--- src/ffpa_pkg.sv ---
// Shared types and constants for the first-fit pool allocator.
`timescale 1ns / 1ps
package ffpa_pkg;

    // Offset width fixed by the payload fields.
    localparam int OFS_BITS = 16;
    // Width of a block end: start + header + payload length.
    localparam int END_BITS = OFS_BITS + 2;

    typedef enum logic [1:0] {
        OP_ALLOC   = 2'd0,
        OP_RELEASE = 2'd1,
        OP_FORMAT  = 2'd2,
        OP_NOP     = 2'd3
    } op_t;

    typedef enum logic [1:0] {
        STAT_OK        = 2'd0,
        STAT_NO_ROOM   = 2'd1,
        STAT_FULL      = 2'd2,
        STAT_NOT_FOUND = 2'd3
    } status_t;

    typedef enum logic [1:0] {
        ST_IDLE,
        ST_ALLOC,
        ST_REL,
        ST_DONE
    } fsm_t;

    // One table entry: header offset and payload length of a block.
    typedef struct packed {
        logic [OFS_BITS-1:0] start;
        logic [OFS_BITS-1:0] len;
    } entry_t;

endpackage

--- src/ffpa_if.sv ---
// Handshake channels of the allocator: request, response and configuration write.
`timescale 1ns / 1ps
interface ffpa_req_if;
    logic        valid;
    logic        ready;
    logic [1:0]  operation;
    logic [15:0] request_size;
    logic [15:0] release_offset;

    modport source (output valid, operation, request_size, release_offset, input ready);
    modport sink   (input valid, operation, request_size, release_offset, output ready);
endinterface

interface ffpa_rsp_if;
    logic        valid;
    logic        ready;
    logic [1:0]  status;
    logic [15:0] block_offset;
    logic [15:0] bytes_in_use;

    modport source (output valid, status, block_offset, bytes_in_use, input ready);
    modport sink   (input valid, status, block_offset, bytes_in_use, output ready);
endinterface

interface ffpa_cfg_if;
    logic        valid;
    logic        ready;
    logic [15:0] data;

    modport source (output valid, data, input ready);
    modport sink   (input valid, data, output ready);
endinterface

--- src/ffpa_cell.sv ---
// One table slot of the block chain; takes its neighbor's entry on each shift.
`timescale 1ns / 1ps
module ffpa_cell
    import ffpa_pkg::*;
(
    input  logic   clk,
    input  logic   shift,
    input  entry_t data_in,
    output entry_t data_out
);

    entry_t data_reg;

    always_ff @(posedge clk)
    begin
        if (shift)
        begin
            data_reg <= data_in;
        end
    end

    assign data_out = data_reg;

endmodule

--- src/first_fit_pool_allocator_unit.sv ---
// Top level of the first-fit pool allocator: control, usage counter and block chain.
//
//  channel | dir | beat
//  --------+-----+-------------------------------------------------------
//  req     | in  | operation, request_size, release_offset
//  rsp     | out | status, block_offset, bytes_in_use
//  cfg     | in  | data -> pool_size
//
// Allocate rotates the whole chain once between accept and result.
// Release rotates it once plus one slot, since hold lags the head by one slot.
// Format, unused codes and early rejects skip the chain. rsp is a register, so a new
// beat is taken while a result waits; a finished result holds until rsp drains.
// Reset empties the table (block count zero) and restores pool_size to 4096.
`timescale 1ns / 1ps
module first_fit_pool_allocator_unit
    import ffpa_pkg::*;
#(
    parameter int MAX_BLOCKS   = 16,
    parameter int HEADER_BYTES = 24,
    parameter int INFO_BYTES   = 16
)
(
    input  logic clk,
    input  logic rst_n,
    ffpa_req_if.sink   req,
    ffpa_rsp_if.source rsp,
    ffpa_cfg_if.sink   cfg
);

    localparam int CNT_W = $clog2(MAX_BLOCKS + 1);
    localparam logic [CNT_W-1:0] CNT_MAX = CNT_W'(MAX_BLOCKS);
    localparam logic [END_BITS-1:0] ROOT_END = END_BITS'(HEADER_BYTES + INFO_BYTES);
    localparam logic [END_BITS-1:0] HDR = END_BITS'(HEADER_BYTES);

    fsm_t state_reg, state_next;
    logic [CNT_W-1:0]    step_reg, step_next;
    logic [CNT_W-1:0]    count_reg, count_next;
    logic [OFS_BITS-1:0] usage_reg, usage_next;
    logic [OFS_BITS-1:0] pool_reg;
    logic                found_reg, found_next;
    logic [END_BITS-1:0] prev_end_reg, prev_end_next;
    logic [END_BITS-1:0] size_reg, size_next;
    logic [OFS_BITS-1:0] size_req_reg, size_req_next;
    logic [OFS_BITS-1:0] ofs_reg, ofs_next;
    entry_t              hold_reg;
    status_t             res_status_reg, res_status_next;
    logic [OFS_BITS-1:0] res_offset_reg, res_offset_next;
    logic                out_valid_reg, out_valid_next;
    logic [1:0]          out_status_reg;
    logic [OFS_BITS-1:0] out_offset_reg, out_usage_reg;

    logic   accept, shift, last_alloc, last_rel, drain_ok;
    entry_t head, feed;
    entry_t chain [MAX_BLOCKS];

    // Block chain: slot 0 is read, the last slot takes the feed.
    for (genvar i = 0; i < MAX_BLOCKS; i++)
    begin : g_cell
        entry_t cell_in;
        if (i == MAX_BLOCKS - 1)
        begin : g_tail
            assign cell_in = feed;
        end
        else
        begin : g_mid
            assign cell_in = chain[i+1];
        end
        ffpa_cell u_cell (
            .clk      (clk),
            .shift    (shift),
            .data_in  (cell_in),
            .data_out (chain[i])
        );
    end

    assign head       = chain[0];
    assign accept     = req.valid && req.ready;
    assign last_alloc = (step_reg == CNT_W'(MAX_BLOCKS - 1));
    assign last_rel   = (step_reg == CNT_MAX);
    assign drain_ok   = !out_valid_reg || rsp.ready;
    assign cfg.ready  = 1'b1;

    // Next state
    always_comb
    begin
        state_next = state_reg;
        unique case (state_reg)
            ST_IDLE:
            begin
                if (accept)
                begin
                    if (op_t'(req.operation) == OP_RELEASE)
                        state_next = ST_REL;
                    else if (op_t'(req.operation) == OP_ALLOC &&
                             ({1'b0, pool_reg} >= {1'b0, usage_reg} + {1'b0, req.request_size})
                             && count_reg != CNT_MAX)
                        state_next = ST_ALLOC;
                    else
                        state_next = ST_DONE;
                end
            end
            ST_ALLOC: if (last_alloc) state_next = ST_DONE;
            ST_REL:   if (last_rel) state_next = ST_DONE;
            ST_DONE:  if (drain_ok) state_next = ST_IDLE;
            default:  state_next = ST_IDLE;
        endcase
    end

    // FSM outputs
    always_comb
    begin
        req.ready = 1'b0;
        shift     = 1'b0;
        unique case (state_reg)
            ST_IDLE:  req.ready = 1'b1;
            ST_ALLOC: shift = 1'b1;
            ST_REL:   shift = 1'b1;
            ST_DONE:  ;
            default:  ;
        endcase
    end

    // Datapath
    always_comb
    begin
        logic [OFS_BITS:0]   need;
        logic [END_BITS-1:0] start_x, gap, tail_gap, hold_end;
        logic                hit;
        logic [END_BITS-1:0] sz;

        step_next       = step_reg;
        count_next      = count_reg;
        usage_next      = usage_reg;
        found_next      = found_reg;
        prev_end_next   = prev_end_reg;
        size_next       = size_reg;
        size_req_next   = size_req_reg;
        ofs_next        = ofs_reg;
        res_status_next = res_status_reg;
        res_offset_next = res_offset_reg;
        feed            = head;
        hit             = 1'b0;

        need     = (OFS_BITS+1)'(HEADER_BYTES) + {1'b0, size_req_reg};
        start_x  = END_BITS'(head.start);
        gap      = (start_x > prev_end_reg) ? start_x - prev_end_reg : '0;
        tail_gap = (END_BITS'(pool_reg) > prev_end_reg) ?
                   END_BITS'(pool_reg) - prev_end_reg : '0;
        hold_end = END_BITS'(hold_reg.start) + HDR;
        sz       = size_reg;

        case (state_reg)
            ST_IDLE:
            begin
                if (accept)
                begin
                    step_next       = '0;
                    found_next      = 1'b0;
                    prev_end_next   = ROOT_END;
                    size_req_next   = req.request_size;
                    ofs_next        = req.release_offset;
                    res_offset_next = '0;
                    res_status_next = STAT_OK;
                    case (req.operation)
                        OP_ALLOC:
                        begin
                            if ({1'b0, pool_reg} < {1'b0, usage_reg} + {1'b0, req.request_size})
                                res_status_next = STAT_NO_ROOM;
                            else if (count_reg == CNT_MAX)
                                res_status_next = STAT_FULL;
                        end
                        OP_FORMAT:
                        begin
                            count_next = '0;
                            usage_next = ROOT_END[OFS_BITS-1:0];
                        end
                        default: ;
                    endcase
                end
            end
            ST_ALLOC:
            begin
                step_next = step_reg + 1'b1;
                if (found_reg)
                begin
                    feed = hold_reg;
                end
                else if ((step_reg < count_reg && END_BITS'(need) <= gap) ||
                         (step_reg == count_reg && END_BITS'(need) <= tail_gap))
                begin
                    hit             = 1'b1;
                    found_next      = 1'b1;
                    feed.start      = prev_end_reg[OFS_BITS-1:0];
                    feed.len        = size_req_reg;
                    res_offset_next = OFS_BITS'(prev_end_reg + HDR);
                end
                else if (step_reg < count_reg)
                begin
                    prev_end_next = start_x + HDR + END_BITS'(head.len);
                end
                if (last_alloc)
                begin
                    if (found_reg || hit)
                    begin
                        res_status_next = STAT_OK;
                        count_next      = count_reg + 1'b1;
                        usage_next      = usage_reg + need[OFS_BITS-1:0];
                    end
                    else
                    begin
                        res_status_next = STAT_NO_ROOM;
                        res_offset_next = '0;
                    end
                end
            end
            ST_REL:
            begin
                // hold lags the head by one slot, so the removed entry is skipped
                step_next = step_reg + 1'b1;
                if (!found_reg && step_reg != '0 && step_reg <= count_reg &&
                    hold_end == END_BITS'(ofs_reg))
                begin
                    hit        = 1'b1;
                    found_next = 1'b1;
                    sz         = HDR + END_BITS'(hold_reg.len);
                    size_next  = sz;
                end
                feed = (found_reg || hit) ? head : hold_reg;
                if (last_rel)
                begin
                    if (found_reg || hit)
                    begin
                        res_status_next = STAT_OK;
                        count_next      = count_reg - 1'b1;
                        usage_next      = (END_BITS'(usage_reg) > sz) ?
                                          OFS_BITS'(END_BITS'(usage_reg) - sz) : '0;
                    end
                    else
                    begin
                        res_status_next = STAT_NOT_FOUND;
                    end
                end
            end
            default: ;
        endcase
    end

    always_comb
    begin
        out_valid_next = out_valid_reg;
        if (state_reg == ST_DONE && drain_ok)
            out_valid_next = 1'b1;
        else if (rsp.ready)
            out_valid_next = 1'b0;
    end

    always_ff @(posedge clk or negedge rst_n)
    begin
        if (!rst_n)
        begin
            state_reg     <= ST_IDLE;
            count_reg     <= '0;
            usage_reg     <= ROOT_END[OFS_BITS-1:0];
            pool_reg      <= 16'd4096;
            out_valid_reg <= 1'b0;
            found_reg     <= 1'b0;
            step_reg      <= '0;
        end
        else
        begin
            state_reg     <= state_next;
            count_reg     <= count_next;
            usage_reg     <= usage_next;
            out_valid_reg <= out_valid_next;
            found_reg     <= found_next;
            step_reg      <= step_next;
            if (cfg.valid)
                pool_reg <= cfg.data;
        end
    end

    always_ff @(posedge clk)
    begin
        prev_end_reg   <= prev_end_next;
        size_reg       <= size_next;
        size_req_reg   <= size_req_next;
        ofs_reg        <= ofs_next;
        res_status_reg <= res_status_next;
        res_offset_reg <= res_offset_next;
        if (shift)
            hold_reg <= head;
        if (state_reg == ST_DONE && drain_ok)
        begin
            out_status_reg <= res_status_reg;
            out_offset_reg <= res_offset_reg;
            out_usage_reg  <= usage_reg;
        end
    end

    assign rsp.valid        = out_valid_reg;
    assign rsp.status       = out_status_reg;
    assign rsp.block_offset = out_offset_reg;
    assign rsp.bytes_in_use = out_usage_reg;

endmodule

--- src/flat_wrapper.sv ---
// flat-port wrapper written by rule: the top's interface ports become plain ports
module first_fit_pool_allocator_unit_flat import ffpa_pkg::*;
#(
    parameter int MAX_BLOCKS   = 16,
    parameter int HEADER_BYTES = 24,
    parameter int INFO_BYTES   = 16
)
  (clk, rst_n, req_valid, req_operation, req_request_size, req_release_offset, req_ready, rsp_valid, rsp_status, rsp_block_offset, rsp_bytes_in_use, rsp_ready, cfg_valid, cfg_data, cfg_ready);
  ffpa_req_if req_i ();
  ffpa_rsp_if rsp_i ();
  ffpa_cfg_if cfg_i ();
  input  logic clk;
  input  logic rst_n;
  input wire logic [$bits(req_i.valid)-1:0] req_valid;
  input wire logic [$bits(req_i.operation)-1:0] req_operation;
  input wire logic [$bits(req_i.request_size)-1:0] req_request_size;
  input wire logic [$bits(req_i.release_offset)-1:0] req_release_offset;
  output wire logic [$bits(req_i.ready)-1:0] req_ready;
  output wire logic [$bits(rsp_i.valid)-1:0] rsp_valid;
  output wire logic [$bits(rsp_i.status)-1:0] rsp_status;
  output wire logic [$bits(rsp_i.block_offset)-1:0] rsp_block_offset;
  output wire logic [$bits(rsp_i.bytes_in_use)-1:0] rsp_bytes_in_use;
  input wire logic [$bits(rsp_i.ready)-1:0] rsp_ready;
  input wire logic [$bits(cfg_i.valid)-1:0] cfg_valid;
  input wire logic [$bits(cfg_i.data)-1:0] cfg_data;
  output wire logic [$bits(cfg_i.ready)-1:0] cfg_ready;
  assign req_i.valid = req_valid;
  assign req_i.operation = req_operation;
  assign req_i.request_size = req_request_size;
  assign req_i.release_offset = req_release_offset;
  assign req_ready = req_i.ready;
  assign rsp_valid = rsp_i.valid;
  assign rsp_status = rsp_i.status;
  assign rsp_block_offset = rsp_i.block_offset;
  assign rsp_bytes_in_use = rsp_i.bytes_in_use;
  assign rsp_i.ready = rsp_ready;
  assign cfg_i.valid = cfg_valid;
  assign cfg_i.data = cfg_data;
  assign cfg_ready = cfg_i.ready;
  first_fit_pool_allocator_unit #(.MAX_BLOCKS(MAX_BLOCKS), .HEADER_BYTES(HEADER_BYTES), .INFO_BYTES(INFO_BYTES)) u_core (.clk(clk), .rst_n(rst_n), .req(req_i), .rsp(rsp_i), .cfg(cfg_i));
endmodule
--- config.mk ---
export PLATFORM = sky130hd
export DESIGN_NAME = first_fit_pool_allocator_unit_flat
export DESIGN_NICKNAME = d
export VERILOG_FILES = /design/src/ffpa_pkg.sv /design/src/ffpa_if.sv /design/src/ffpa_cell.sv /design/src/first_fit_pool_allocator_unit.sv /design/src/flat_wrapper.sv
export SDC_FILE = /design/constraint.sdc
export NUM_CORES = 1
export LEC_CHECK = 0
export BUFFER_PORTS_ARGS = -buffer_cell sky130_fd_sc_hd__buf_2
export CAP_MARGIN = 15
export CORE_MARGIN = 4
export CORE_UTILIZATION = 53
export CTS_BUF_LIST = sky130_fd_sc_hd__clkbuf_8
export CTS_CLUSTER_SIZE = 12
export DETAILED_ROUTE_END_ITERATION = 8
export PLACE_DENSITY = 0.7
export SETUP_SLACK_MARGIN = 0.5
export SLEW_MARGIN = 20
export SYNTH_ARGS = -nofsm -noshare
export SYNTH_HDL_FRONTEND = slang
export SYNTH_SLANG_ARGS = --single-unit
export TNS_END_PERCENT = 10
--- constraint.sdc ---
create_clock -name clk -period 19.1 [get_ports clk]
set_input_delay 0.955 -clock clk [delete_from_list [all_inputs] [get_ports clk]]
set_output_delay 0.955 -clock clk [all_outputs]
set_load 0.1 [all_outputs]
==> flow_metrics.py <==
metrics = {
    "outcome": {
        "run_status": "finished clean",
    },
    "clock_tree": {
        "cts_tree": "built",
        "cts_setup_buffers": 0,
        "clk_pin_slew_worst_paths_ns": 0.06,
        "cts-root-buf": "clkbuf_8",
        "cts_inserted_buffers": 109,
        "clk_latency_ns": 0.72,
        "ctsResizeCount": 0,
        "cts.path.max_buffers": 3,
        "cts.sinks": 710,
        "cts_htree_levels": 3,
        "hold_buffers": 0,
    },
    "yosys": {
        "ys_top_cells_by_count": "edfxtp_1, ha_1, nand2_1",
        "yosysUniqueCellTypes": 78,
        "synth_area_um2": 31000,
        "syn-instance-count": 2129,
        "synth_top_cell_by_area": "edfxtp_1",
        "synth.area.top_cells": "edfxtp_1, ha_1, dfrtp_1, xnor2_1, nand2_1",
        "ys_warn_count": 0,
        "synth-seq-area-share_pct": 68.2,
        "avgSynthCellArea_um2": 14.5,
        "synth_ff_type": "edfxtp_1",
        "yosysMostFrequentCell": "edfxtp_1",
        "synth-seq-cells": 710,
        "synthArstFlopShare_pct": 6.48,
        "netlist.area_leader.share_pct": 64.4,
        "synth_edf_count": 664,
    },
    "placed_design": {
        "dpl.cell_count": 2954,
        "dp_hpwl_mm": 51.1,
        "gp_congestion": 0.932,
        "port_buffers": 90,
    },
    "routing": {
        "dr.pass1.iters": 5,
        "wl_met2_mm": 32.8,
        "wl_met1_mm": 32.9,
        "met3_wirelength_mm": 5.11,
        "drt-wirelength-per-cell_um": 23.2,
        "routed.top_layer": "met5",
        "ant_nets": 0,
        "drc_errors": 0,
        "drt-total-wl_mm": 73.0,
        "vias": 18678,
        "via_per_inst": 5.93,
        "drt_iter0_drc": 1888,
    },
    "setup_path": {
        "arrival_ns": 6.61,
        "cpLargestDelayFamily": "compound AO/OA/AOI/OAI gates",
        "slowest_delay_ns": 0.72,
        "worstPathMaxFanout": 26,
        "crit_path_start_kind": "flip-flop",
        "end_kind": "flip-flop",
        "cp.required_ns": 19.55,
        "crit_buf_inv": 1,
        "crit_chain": "inv_1 > ha_1 > and3_1 > o21ai_0 > and4b_1 > a211oi_1 > o21ai_0 > a21boi_0 > o21a_1 > nor3_1 > nand3b_1 > ha_1 > and3_1 > nand2_1 > o21ai_0 > a2111oi_0 > o21ai_0 > o21a_1 > a21o_2 > nor2_1 > a221o_1",
        "critPathMostFrequentCell": "o21ai_0",
        "crit_type": "flip-flop to flip-flop",
        "crit_slowest_cell": "a21o_2",
    },
    "timing": {
        "holdWs_ns": 0.345,
        "tns_ns": 0,
        "relSlewSlack_pct": 26.6,
        "hold_violations": 0,
        "period_share_pct": 32.3,
        "slew_viol_final": 0,
        "max_freq_ghz": 0.162,
        "skew_ns": 0.0321,
        "tightest_slew_ns": 1.10,
        "setup_violations": 0,
        "fin_crit_ns": 6.16,
        "rsz0062_at_grt": "false",
    },
    "die": {
        "die_w_um": 250,
        "dieArea_um2": 62300,
        "io_pins": 92,
        "row_count": 88,
        "core_um2": 57800,
        "start_util_pct": 53.5,
        "die_h_um": 250,
    },
    "grt": {
        "grt_usage_pct": 22.9,
        "grt_pass1_wl_mm": 109,
        "antenna_found_initial": 4,
        "grt-ovfl-total": 0,
        "grt_start_max_net_pins": 86,
        "grt_pass1_vias": 17828,
    },
    "run": {
        "drv_cap": 0,
    },
    "cells_and_area": {
        "largest_register_ff_count": 512,
        "layout-drive-gt1-share_pct": 12.7,
        "insertedDiodeCount": 0,
        "fin_cells": 3151,
        "layout.nets": 2528,
        "syn_to_final_growth_pct": 11.1,
    },
    "hold_path": {
        "hold_class": "input port to async pin",
    },
}
==> through the flow <==
step / instance area [µm²] / utilization [%] / setup WS, ns
4_1_cts: 34400 / 59.5 / 12.65
3_5_place_dp: 32300 / 55.9 / 12.67
5_1_grt: 34400 / 59.5 / 12.36
2_1_floorplan: 31000 / - / 5.45
6_report: 34400 / 59.5 / 12.94
3_3_place_gp: 32300 / 55.9 / 12.75
==> path summary, 6_finish.rpt <==
check,startpoint,depth (start not counted),to,slack [ns]
max,u_core.prev_end_reg[3]$_SDFFCE_PN1P_,21,u_core.g_cell[15].u_cell.data_out[5]$_DFFE_PN_,12.94
min,rst_n,2,u_core.pool_reg[10]$_DFFE_PN0P_,0.35
max reg2reg,u_core.prev_end_reg[3]$_SDFFCE_PN1P_,21,u_core.g_cell[15].u_cell.data_out[5]$_DFFE_PN_,12.94
min reg2reg,u_core.g_cell[14].u_cell.data_out[25]$_DFFE_PN_,0,u_core.g_cell[13].u_cell.data_out[25]$_DFFE_PN_,0.40
max in group asynchronous,rst_n,2,u_core.count_reg[1]$_DFFE_PN0P_,18.25
min in group clk,u_core.g_cell[14].u_cell.data_out[25]$_DFFE_PN_,0,u_core.g_cell[13].u_cell.data_out[25]$_DFFE_PN_,0.40
==> routing by layer <==
metal	track usage (%)	vias to the layer above
li1	-	8541
met1	33.5	9315
met2	35.3	680
met3	4.28	140
met4	7.19	2
met5	0	-
==> final cells by class <==
type / count / area, µm²
Clock buffer: 113 / 1560
Clock inverter: 84 / 504
Fill cell: 4437 / 23400
Inverter: 96 / 360
Multi-Input combinational cell: 1271 / 9300
Sequential cell: 710 / 21100
Tap cell: 765 / 957
Timing Repair Buffer: 112 / 616
==> cell usage in the layout, fill, tap and decap left out, types with 52 or more instances in the layout <==
cell	synthesis	final
edfxtp_1	664	664
nor2_1	89	89
inv_1	95	135
nor3_1	52	52
o21ai_0	81	80
xnor2_1	94	94
clkbuf_8	0	113
nand2_1	131	131
a21oi_1	92	91
ha_1	166	164
buf_2	6	90
==> logic make-up (layout without fill, tap and decap cells) <==
group | Yosys count | count (layout) | synth area share, %
flip-flops | 710 | 710 | 68.2
AND/OR/NAND/NOR | 464 | 464 | 7.47
AO/OA/AOI/OAI | 458 | 458 | 10.1
adder cells (fa/ha/maj) | 173 | 173 | 7.16
buffers and inverters | 150 | 405 | 1.94
XOR/XNOR | 137 | 137 | 3.88
multiplexers | 36 | 36 | 1.26
other | 1 | 3 | 0.0121
Power is left out: the tool's default activity adds up to more than one toggle a clock period on the data nets, which glitch-free logic cannot reach.
